## src/rtl/sqi_pkg.sv

```systemverilog
// ============================================================================
// sqi_pkg - shared types and constants of the sorted insert queue
// Field widths, operation and status codes, and the token control group.
// ============================================================================
package sqi_pkg;

    // Request and result field widths
    localparam int OP_W     = 1;
    localparam int KEY_IN_W = 32;
    localparam int STATUS_W = 2;
    localparam int KEY_OUT_W = 32;
    localparam int COUNT_OUT_W = 5;
    localparam int RES_W    = 72;

    // Operation codes
    localparam logic [OP_W-1:0] OP_PUSH = 1'b0;
    localparam logic [OP_W-1:0] OP_POP  = 1'b1;

    // Status codes
    localparam logic [STATUS_W-1:0] ST_OK         = 2'd0;
    localparam logic [STATUS_W-1:0] ST_PUSH_FULL  = 2'd1;
    localparam logic [STATUS_W-1:0] ST_POP_EMPTY  = 2'd2;

    // Register index of the ordering mode
    localparam logic REG_SORT_DESC = 1'b0;

    // Control part of the insertion token that walks down the cell row
    typedef struct packed {
        logic valid;  // token present at this cell
        logic shift;  // insert point passed: every later cell moves down
    } t_tok_ctl;

endpackage

```

## src/rtl/sqi_cell.sv

```systemverilog
// ============================================================================
// sqi_cell - one storage cell of the sorted queue row
// Holds one key, compares it with a passing insertion token and either keeps
// it or swaps it down the row; takes its neighbor's key on a pop.
// ============================================================================
module sqi_cell
    import sqi_pkg::*;
#(
    parameter int KEY_WIDTH = 32
) (
    input  logic                 i_clk,
    input  logic                 i_rst_n,
    input  logic                 i_desc,
    input  logic                 i_cell_valid,
    input  logic                 i_pop,
    input  logic [KEY_WIDTH-1:0] i_next_key,
    input  t_tok_ctl             i_tok_ctl,
    input  logic [KEY_WIDTH-1:0] i_tok_key,
    output t_tok_ctl             o_tok_ctl,
    output logic [KEY_WIDTH-1:0] o_tok_key,
    output logic [KEY_WIDTH-1:0] o_key
);

    logic [KEY_WIDTH-1:0] r_key;
    logic [KEY_WIDTH-1:0] n_key;
    t_tok_ctl             r_tok_ctl;
    t_tok_ctl             n_tok_ctl;
    logic [KEY_WIDTH-1:0] r_tok_key;
    logic [KEY_WIDTH-1:0] n_tok_key;
    logic                 w_le;

    // stored key orders before or equal to the travelling key
    assign w_le = i_desc ? (r_key >= i_tok_key) : (r_key <= i_tok_key);

    always_comb begin
        n_key     = r_key;
        n_tok_ctl = '0;
        n_tok_key = r_tok_key;
        if (i_tok_ctl.valid) begin
            if (!i_cell_valid) begin
                // end of stored keys: drop the token here
                n_key = i_tok_key;
            end else if (i_tok_ctl.shift || !w_le) begin
                n_key           = i_tok_key;
                n_tok_ctl.valid = 1'b1;
                n_tok_ctl.shift = 1'b1;
                n_tok_key       = r_key;
            end else begin
                n_tok_ctl.valid = 1'b1;
                n_tok_key       = i_tok_key;
            end
        end else if (i_pop) begin
            n_key = i_next_key;
        end
    end

    always_ff @(posedge i_clk) begin
        if (!i_rst_n) begin
            r_tok_ctl <= '0;
        end else begin
            r_tok_ctl <= n_tok_ctl;
        end
    end

    always_ff @(posedge i_clk) begin
        r_key     <= n_key;
        r_tok_key <= n_tok_key;
    end

    assign o_tok_ctl = r_tok_ctl;
    assign o_tok_key = r_tok_key;
    assign o_key     = r_key;

endmodule

```

## src/rtl/sorted_insert_queue.sv

```systemverilog
// ============================================================================
// sorted_insert_queue - bounded queue of unsigned keys kept in sorted order
// Push inserts a key behind every stored key that orders before or equal to
// it; pop removes the front key. One result per request.
// ============================================================================
//
//  channel   | direction | accepted when                     | content
//  ----------+-----------+-----------------------------------+---------------------
//  s_axis    | in        | tvalid & tready                   | key, operation
//  m_axis    | out       | tvalid & tready                   | status, keys, count
//  apb       | in        | psel & penable & pwrite & pready  | sort_descending
//
//  A pop goes from acceptance through the hold state to the result register;
//  a push first walks the insertion token down the cell row one cell per
//  cycle until it lands in the first empty cell. A refused request goes to hold.
//  Reset is synchronous and clears the count, the mode and all tokens; the
//  key cells are not cleared. While a result waits on m_axis the next request
//  is held off only once its own result is ready to be handed over.
//
module sorted_insert_queue
    import sqi_pkg::*;
#(
    parameter int CAPACITY  = 16,
    parameter int KEY_WIDTH = 32
) (
    input  logic                 i_clk,
    input  logic                 i_rst_n,
    // request stream
    input  logic                 i_s_axis_tvalid,
    output logic                 o_s_axis_tready,
    input  logic [KEY_IN_W-1:0]  i_s_axis_tdata,   // [31:0] key
    input  logic [OP_W-1:0]      i_s_axis_tuser,   // [0] operation
    // result stream
    output logic                 o_m_axis_tvalid,
    input  logic                 i_m_axis_tready,
    output logic [RES_W-1:0]     o_m_axis_tdata,   // [1:0] status, [33:2] popped_key,
                                                   // [65:34] front_key,
                                                   // [70:66] entry_count, [71] queue_empty
    // configuration
    input  logic                 psel,
    input  logic                 penable,
    input  logic                 pwrite,
    input  logic [2:0]           paddr,
    input  logic [31:0]          pwdata,
    output logic [31:0]          prdata,
    output logic                 pready
);

    localparam int CW = $clog2(CAPACITY + 1);

    localparam logic [1:0] S_IDLE = 2'd0;
    localparam logic [1:0] S_PUSH = 2'd1;
    localparam logic [1:0] S_HOLD = 2'd2;

    // ------------------------------------------------------------------
    // Control registers
    // ------------------------------------------------------------------
    logic [1:0]           r_state, n_state;
    logic [CW-1:0]        r_count, n_count;
    logic [CW-1:0]        r_step, n_step;
    logic                 r_desc;
    logic [KEY_WIDTH-1:0] r_key, n_key;

    // pending result, held until the output register is free
    logic [STATUS_W-1:0]  r_pend_status, n_pend_status;
    logic [KEY_OUT_W-1:0] r_pend_popped, n_pend_popped;
    logic [KEY_OUT_W-1:0] r_pend_front, n_pend_front;
    logic [CW-1:0]        r_pend_count, n_pend_count;

    logic                 r_out_valid, n_out_valid;
    logic [RES_W-1:0]     r_out_data, n_out_data;

    // ------------------------------------------------------------------
    // Cell row wiring
    // ------------------------------------------------------------------
    t_tok_ctl             w_tok_ctl [CAPACITY+1];
    logic [KEY_WIDTH-1:0] w_tok_key [CAPACITY+1];
    logic [KEY_WIDTH-1:0] w_key     [CAPACITY];
    logic                 w_pop;
    logic                 w_accept;
    logic [KEY_WIDTH-1:0] w_in_key;
    logic [KEY_OUT_W-1:0] w_front_now;
    logic [KEY_OUT_W-1:0] w_second_now;
    logic [KEY_OUT_W-1:0] w_new_key_out;
    logic                 w_out_free;
    logic [CW+COUNT_OUT_W-1:0] w_count_ext;

    logic [KEY_WIDTH+KEY_IN_W-1:0]  w_in_ext;
    logic [KEY_WIDTH+KEY_OUT_W-1:0] w_k0_ext;
    logic [KEY_WIDTH+KEY_OUT_W-1:0] w_k1_ext;
    logic [KEY_WIDTH+KEY_OUT_W-1:0] w_kn_ext;

    // reduce the incoming key to KEY_WIDTH bits, widen stored keys to 32
    assign w_in_ext = {{KEY_WIDTH{1'b0}}, i_s_axis_tdata};
    assign w_in_key = w_in_ext[KEY_WIDTH-1:0];
    assign w_k0_ext = {{KEY_OUT_W{1'b0}}, w_key[0]};
    assign w_k1_ext = {{KEY_OUT_W{1'b0}}, w_key[1]};
    assign w_kn_ext = {{KEY_OUT_W{1'b0}}, r_key};
    assign w_front_now   = w_k0_ext[KEY_OUT_W-1:0];
    assign w_second_now  = w_k1_ext[KEY_OUT_W-1:0];
    assign w_new_key_out = w_kn_ext[KEY_OUT_W-1:0];

    assign o_s_axis_tready = (r_state == S_IDLE);
    assign w_accept = i_s_axis_tvalid && o_s_axis_tready;

    // pop shifts the whole row toward the front in the accept cycle
    assign w_pop = w_accept && (i_s_axis_tuser == OP_POP) && (r_count != '0);

    // inject the token into the front cell on the first push cycle
    assign w_tok_ctl[0].valid = (r_state == S_PUSH) && (r_step == '0);
    assign w_tok_ctl[0].shift = 1'b0;
    assign w_tok_key[0]       = r_key;

    genvar gi;
    generate
        for (gi = 0; gi < CAPACITY; gi++) begin : g_cell
            logic                 w_valid;
            logic [KEY_WIDTH-1:0] w_next;

            assign w_valid = (CW'(gi) < r_count);
            if (gi == CAPACITY - 1) begin : g_last
                assign w_next = w_key[gi];
            end else begin : g_mid
                assign w_next = w_key[gi+1];
            end

            sqi_cell #(
                .KEY_WIDTH (KEY_WIDTH)
            ) u_cell (
                .i_clk        (i_clk),
                .i_rst_n      (i_rst_n),
                .i_desc       (r_desc),
                .i_cell_valid (w_valid),
                .i_pop        (w_pop),
                .i_next_key   (w_next),
                .i_tok_ctl    (w_tok_ctl[gi]),
                .i_tok_key    (w_tok_key[gi]),
                .o_tok_ctl    (w_tok_ctl[gi+1]),
                .o_tok_key    (w_tok_key[gi+1]),
                .o_key        (w_key[gi])
            );
        end
    endgenerate

    // ------------------------------------------------------------------
    // Sequencer
    // ------------------------------------------------------------------
    assign w_out_free  = !r_out_valid || i_m_axis_tready;
    assign w_count_ext = {{COUNT_OUT_W{1'b0}}, r_pend_count};

    always_comb begin
        n_state       = r_state;
        n_count       = r_count;
        n_step        = r_step;
        n_key         = r_key;
        n_pend_status = r_pend_status;
        n_pend_popped = r_pend_popped;
        n_pend_front  = r_pend_front;
        n_pend_count  = r_pend_count;
        n_out_valid   = r_out_valid && !i_m_axis_tready;
        n_out_data    = r_out_data;

        case (r_state)
            S_IDLE: begin
                if (w_accept) begin
                    n_pend_popped = '0;
                    n_pend_count  = r_count;
                    n_pend_front  = (r_count != '0) ? w_front_now : '0;
                    if (i_s_axis_tuser == OP_PUSH) begin
                        if (r_count == CW'(CAPACITY)) begin
                            n_pend_status = ST_PUSH_FULL;
                            n_state       = S_HOLD;
                        end else begin
                            // latch the key and start the token walk
                            n_key   = w_in_key;
                            n_step  = '0;
                            n_state = S_PUSH;
                        end
                    end else if (r_count == '0) begin
                        n_pend_status = ST_POP_EMPTY;
                        n_state       = S_HOLD;
                    end else begin
                        n_pend_status = ST_OK;
                        n_pend_popped = w_front_now;
                        n_pend_front  = (r_count > CW'(1)) ? w_second_now : '0;
                        n_count       = r_count - CW'(1);
                        n_pend_count  = r_count - CW'(1);
                        n_state       = S_HOLD;
                    end
                end
            end
            S_PUSH: begin
                // token sits at cell r_step; it lands when it reaches the tail
                if (r_step == r_count) begin
                    n_pend_status = ST_OK;
                    n_pend_popped = '0;
                    n_pend_front  = (r_count == '0) ? w_new_key_out : w_front_now;
                    n_count       = r_count + CW'(1);
                    n_pend_count  = r_count + CW'(1);
                    n_state       = S_HOLD;
                end else begin
                    n_step = r_step + CW'(1);
                end
            end
            S_HOLD: begin
                if (w_out_free) begin
                    n_out_valid = 1'b1;
                    n_out_data  = {(r_pend_count == '0), w_count_ext[COUNT_OUT_W-1:0],
                                   r_pend_front, r_pend_popped, r_pend_status};
                    n_state     = S_IDLE;
                end
            end
            default: begin
                n_state = S_IDLE;
            end
        endcase
    end

    always_ff @(posedge i_clk) begin
        if (!i_rst_n) begin
            r_state     <= S_IDLE;
            r_count     <= '0;
            r_step      <= '0;
            r_out_valid <= 1'b0;
        end else begin
            r_state     <= n_state;
            r_count     <= n_count;
            r_step      <= n_step;
            r_out_valid <= n_out_valid;
        end
    end

    always_ff @(posedge i_clk) begin
        r_key         <= n_key;
        r_pend_status <= n_pend_status;
        r_pend_popped <= n_pend_popped;
        r_pend_front  <= n_pend_front;
        r_pend_count  <= n_pend_count;
        r_out_data    <= n_out_data;
    end

    assign o_m_axis_tvalid = r_out_valid;
    assign o_m_axis_tdata  = r_out_data;

    // ------------------------------------------------------------------
    // Configuration port: one mode register, writes elsewhere are dropped
    // ------------------------------------------------------------------
    always_ff @(posedge i_clk) begin
        if (!i_rst_n) begin
            r_desc <= 1'b0;
        end else if (psel && penable && pwrite && pready && (paddr[2] == REG_SORT_DESC)) begin
            r_desc <= pwdata[0];
        end
    end

    assign pready = 1'b1;
    assign prdata = (paddr[2] == REG_SORT_DESC) ? {31'd0, r_desc} : 32'd0;

    // ------------------------------------------------------------------
    // Assertions
    // ------------------------------------------------------------------
    a_tail_token: assert property (@(posedge i_clk) disable iff (!i_rst_n)
        !w_tok_ctl[CAPACITY].valid)
        else $error("insertion token ran past the last cell");

    a_count_range: assert property (@(posedge i_clk) disable iff (!i_rst_n)
        r_count <= CW'(CAPACITY))
        else $error("stored count above capacity");

    a_step_range: assert property (@(posedge i_clk) disable iff (!i_rst_n)
        (r_state == S_PUSH) |-> (r_step <= r_count))
        else $error("token walk went past the tail");

    a_busy_after_accept: assert property (@(posedge i_clk) disable iff (!i_rst_n)
        w_accept |=> (r_state != S_IDLE))
        else $error("request accepted without starting work");

endmodule
```

## config.mk

```make
export PLATFORM = sky130hd
export DESIGN_NAME = sorted_insert_queue
export DESIGN_NICKNAME = d
export VERILOG_FILES = /design/src/rtl/sqi_pkg.sv /design/src/rtl/sqi_cell.sv /design/src/rtl/sorted_insert_queue.sv
export SDC_FILE = /design/constraint.sdc
export NUM_CORES = 2
export LEC_CHECK = 0
export BUFFER_PORTS_ARGS = -buffer_cell sky130_fd_sc_hd__buf_2
export CAP_MARGIN = 10
export CORE_ASPECT_RATIO = 2
export CORE_MARGIN = 2
export CORE_UTILIZATION = 40
export CTS_BUF_LIST = sky130_fd_sc_hd__clkbuf_4 sky130_fd_sc_hd__clkbuf_8 sky130_fd_sc_hd__clkbuf_16
export DETAILED_ROUTE_END_ITERATION = 7
export HOLD_SLACK_MARGIN = 0.08
export PLACE_DENSITY = 0.53
export SETUP_SLACK_MARGIN = 0.02
export SLEW_MARGIN = 20
export SYNTH_ARGS = -nofsm -noshare
export SYNTH_HDL_FRONTEND = slang
export SYNTH_SLANG_ARGS = --single-unit
```

## constraint.sdc

```tcl
create_clock -name i_clk -period 6.2 [get_ports i_clk]
set_input_delay 0.62 -clock i_clk [delete_from_list [all_inputs] [get_ports i_clk]]
set_output_delay 0.62 -clock i_clk [all_outputs]
set_load 0.03 [all_outputs]
```

After elaboration in Yosys (flattened, before gate mapping)
Index checks and enable logic that the tools add are counted.

storage, ports and cells
  register bits = 1211
  output and inout port bits = 107
  word-level logic and storage cells = 444

cells by class
  $add $sub $neg = 3
  magnitude comparators = 49
  equal/unequal tests = 27
  muxes and demuxes = 161
  bitwise gates (word level) = 3
  reductions and logical operators = 129

operator list
  cell                   number
  $mux W32               88
  $ge A32 B32 Y1         16
  $le A32 B32 Y1         16
  $pmux W32 S2           2
  $reduce_and A2 Y1      47
  $reduce_and A3 Y1      17
  $mux W2                25
  $ne A3 B3 Y1 const B   15
  $lt A4 B5 Y1 const A   8
  $mux W5                8
  $mux W1                34
  $reduce_bool A2 Y1     16
  $lt A3 B5 Y1 const A   4
  $pmux W5 S2            2
  $logic_not A1 Y1       17
  $logic_or A1 B1 Y1     16
  $logic_not A5 Y1       3
  $add A5 B1 Y5 const B  2
  $lt A1 B5 Y1 const A   2
  $lt A2 B5 Y1 const A   2
  $ne A2 B2 Y1 const B   5
  $logic_and A1 B1 Y1    8
  $reduce_and A4 Y1      2
  $pmux W2 S3            1
  13 further kinds       16

Longest topological paths before layout
  depth after elaboration = 7
  depth in mapped cells = 11
  depth with buffers taken out = 9

Modules after synthesis
From an unflattened synthesis, not the netlist that was laid out.

second synthesis, totals
  cell total of the unflattened synthesis = 4749
  area, all modules = 67379.6 µm²

modules (own cells, without submodules)
  module               times used  cells an instance  area each (µm²)  sequential area each (µm²)
  sqi_cell             16          264                3743.6           1961.9
  sorted_insert_queue  1           525                7482.2           5535.3

Worst setup path before layout
No wires, ideal clock.

  path kind = reg-to-reg
  start point = register r_count[2]
  end point = register g_cell[4].u_cell.r_key[0], enable pin
  setup time = 613 ps
  arrival time = 5035 ps
  data required time = 5587 ps
  setup slack = 552 ps
  cell stages (with the launch flop) = 6
  buffers on the path = 2
  cells stage by stage = dfxtp_1 > buf_2 > clkbuf_1 > o21ai_0 > a21boi_0 > a31oi_1

between the ends
  cells in the longest elaborated chain, start to end = 4
  elaborated cells between the ends (all ways) = 6
  classes of those cells = 1 x order compare; 1 x eq/ne; 4 x reduce/logical

RTL lines
  item                                                  RTL line                    source
  from (decl)                                           sorted_insert_queue.sv:59   logic [CW-1:0] r_count, n_count;
  from (signal assigned)                                sorted_insert_queue.sv:227  r_count <= n_count;
  branches (longest 3 deep; another with $lt A3 B5 Y1)  --
  $reduce_and A2 Y1 (no source line) *                  --
  to (signal assigned)                                  sqi_cell.sv:66              r_key <= n_key;
  to (decl)                                             sqi_cell.sv:24              logic [KEY_WIDTH-1:0] r_key;

Every way passes the cells marked *.
A chain may end at the register's enable or synchronous reset.

Worst setup path after layout
  start point = register g_cell[6].u_cell.r_key[7]
  end point = register g_cell[6].u_cell.r_tok_key[31], data pin

between the ends
  cells in the longest elaborated chain, start to end = 5
  elaborated cells between the ends (all ways) = 6
  classes of those cells = 2 x order compare; 2 x mux; 2 x reduce/logical

RTL lines
  item                                                     RTL line        source
  from (decl)                                              sqi_cell.sv:24
  from (signal assigned)                                   sqi_cell.sv:66
  $le A32 B32 Y1 / $ge A32 B32 Y1 (equally long branches)  sqi_cell.sv:33  assign w_le = i_desc ? (r_key >= i_tok_key) : (r_key <= i_tok_key);
  $mux W1 *                                                sqi_cell.sv:33
  $logic_not A1 Y1 *                                       sqi_cell.sv:43  end else if (i_tok_ctl.shift || !w_le) begin
  $logic_or A1 B1 Y1 *                                     sqi_cell.sv:43
  $mux W32 *                                               sqi_cell.sv:43
  to (signal assigned)                                     sqi_cell.sv:67  r_tok_key <= n_tok_key;
  to (decl)                                                sqi_cell.sv:28  logic [KEY_WIDTH-1:0] r_tok_key;

Mark *: on every way between the ends. The rest lies on a longest branch, timed or not.

==> metrics.txt <==
1st-iter DRT viols=1439; Yosys reg bits=1211; WL per Instance=21.1 um; r2r startpoint=g_cell[6].u_cell.o_key[7]; Mapped Cells=4599; CP required=6.70 ns; Critical Path Source Type=flip-flop; fin worst setup slack=2.04 ns; via count=35939; CP cell instances=ha_1 -> a21oi_1 -> o21ai_0 -> a221oi_1 -> nor3_1 -> or4_1 -> a31oi_4 -> buf_4 -> mux2_2; io pins=182; DRT antenna net count=0; # DRC=0; vias in the first global route=38629; Post-Route WL=148000 um; hold_sp=i_m_axis_tready; CP max stage cell=a31oi_4; Yosys warnings=0; Final Hold Fails=0; first-pass GRT wire length=225000 um; register area share after synthesis=56.3%; Max transition margin=22.0%; clock buffer depth=3; Avg Cell Area, Syn=13.9 sq um; fin crit share=67.1%; Core Region=0.159 sq mm; vias per cell=5.14; Critical Path AT=4.66 ns; P_leak=27.5 nW; DRT Pass-1 Iters=5; most numerous cell in the Yosys netlist=edfxtp_1; Setup TNS=0 ns; CTS resizes=0; commonest register cell after synthesis=edfxtp_1; max frequency=0.240 GHz; GPL Wtd Cong=0.847; Syn Std Cell Area=0.0638 sq mm; Crit path largest cell delay=0.75 ns; critical-path maximum fanout=17; Worst Setup SP=g_cell[6].u_cell.o_key[7]; Unique masters post-synth=75; buffers added on ports=116; synth-to-layout area growth=11.6%; CTS root buf=clkbuf_16; Final HPWL DP=115000 um; Slew @ Worst Pin=1.16 ns; GRT Total Usage=18.1%; fill cell count=14350; pre-CTS setup slack=1.79 ns; largest net degree at the start of global routing=64; Synth area leaders=edfxtp_1, mux2_2, ha_1, mux2_4, inv_1; CTS tree=built; share of Yosys cell area claimed by the top area cell type=54.9%; initial antenna violation count=2; worst skew pair latency=0.75 ns; Final Slew Violations=0; CP bufs+invs=1; Min Clock Period, post-route=4.16 ns; Max H-tree Level=3; row cnt=207; most instantiated cells after synthesis=edfxtp_1, mux2_2, inv_1; die area=0.163 sq mm; Max VDD drop=0.382 mV; Clock Skew=0.0331 ns; Initial Util=40.2%; Die W=286 um; pwr dens=309 mW/mm^2; Final nets=5393; clk sinks=1211; CP delay by family, top=compound AO/OA/AOI/OAI gates; asr flop ratio synth=0%; Hold Path Class=in2reg; Max Cap Violations=0; largest area contributor in the netlist=edfxtp_1; clock-pin slew of the registers on the worst-case setup and hold paths=0.06 ns; total CTS buffers=117; Post-synth EDFFs=1167; Crit Path Class=reg2reg; status=completed; die span in y=569 um; unrepaired setup endpoints after global routing=false; crit path capture type=flip-flop; Setup violations, final=0; layout cells sized above 1=28.0%; grt ovf=0
==> worst paths after layout <==
check / slack, ns / endpoint / cells past startpoint
min reg2reg: 0.41 / o_m_axis_tdata[28] / 0
min: 0.19 / o_m_axis_tvalid / 3
max reg2reg: 2.04 / g_cell[6].u_cell.o_tok_key[31] / 9
max: 2.04 / g_cell[6].u_cell.o_tok_key[31] / 9
==> routing by layer <==
| layer | vias up | part of all wire (%) | global-route usage (%) |
|---|---|---|---|
| met2 | 477 | 62 | 39.5 |
| met1 | 17657 | 31 | 15.3 |
| met3 | 232 | 2.5 | 2.05 |
| li1 | 17573 | - | - |
| met5 | - | 0 | 0 |
| met4 | 0 | 4.7 | 8.49 |
==> tightest hold or removal path: stages <==
cell,delay [ns]
buf_2,0.09
nand2b_1,0.11
a21boi_0,0.08
==> report_power, final <==
part	switching [mW]	internal, mW	total (mW)
Clock	3.32	4.22	7.54
Combinational	2.19	1.56	3.75
Sequential	0.577	10.2	10.7
==> layout make-up <==
| type | count | area (sq um) | area share [%] |
|---|---|---|---|
| Sequential cell | 1211 | 35900 | 50.4 |
| Multi-Input combinational cell | 2672 | 25000 | 35.2 |
| Clock buffer | 147 | 3200 | 4.49 |
| Tap cell | 2090 | 2620 | 3.67 |
| Inverter | 576 | 2160 | 3.04 |
| Timing Repair Buffer | 223 | 1490 | 2.09 |
| Clock inverter | 71 | 798 | 1.12 |
| Antenna cell | 3 | 7.51 | 0.0105 |
==> stage by stage <==
step	hold slack (ns)	instances	area (sq um)	total power, mW	utilization [%]
CTS	0.130	6989	71200	22.4	44.8
finish	0.195	6993	71200	22.0	44.9
detailed placement	0.405	6738	66900	14.7	42.1
global route	0.181	6991	71200	23.0	44.9
floorplan	0.400	4629	63900	13.4	-
global placement	0.402	6738	66900	14.6	42.1
==> placed cells by master, fill, tap and decap left out, types with 42 or more instances in the layout <==
cell | netlist | routed
a21oi_1 | 235 | 231
and2_1 | 51 | 50
buf_2 | 7 | 116
buf_4 | 32 | 73
clkbuf_16 | 0 | 117
dfxtp_1 | 44 | 42
edfxtp_1 | 1167 | 1167
ha_1 | 517 | 517
inv_1 | 576 | 574
mux2_2 | 766 | 766
mux2_4 | 145 | 145
nand2_1 | 177 | 177
nand3_1 | 68 | 67
nand4_1 | 128 | 128
nor2_1 | 63 | 59
o21ai_0 | 103 | 103
==> sequential cells by signal (all words and copies together) (netlist names) <==
register and flops:
r_pend_popped 32, r_key 32, r_step 5, r_desc 1
r_count 5, r_pend_count 5, r_pend_status 2, o_m_axis_tdata 72
g_cell.u_cell.o_key 512, o_m_axis_tvalid 1, g_cell.u_cell.o_tok_ctl 30, r_pend_front 32
g_cell.u_cell.o_tok_key 480, r_state 2
==> repair_timing <==
item,4_1_cts,5_1_grt
buffers inserted,0,0
endpoints found under the hold margin,33,0
hold buffers,33,0
==> kinds of logic (layout without fill, tap and decap cells) <==
group / after synthesis / after routing / synth area share (%)
other: 2 / 35 / 0.0118
AND/OR/NAND/NOR: 651 / 651 / 5.56
AO/OA/AOI/OAI: 539 / 539 / 5.60
buffers and inverters: 746 / 1017 / 5.13
flip-flops: 1211 / 1211 / 56.3
multiplexers: 918 / 918 / 17.0
XOR/XNOR: 15 / 15 / 0.206
adder cells (fa/ha/maj): 517 / 517 / 10.1
Power figures use the tool's default switching activity.
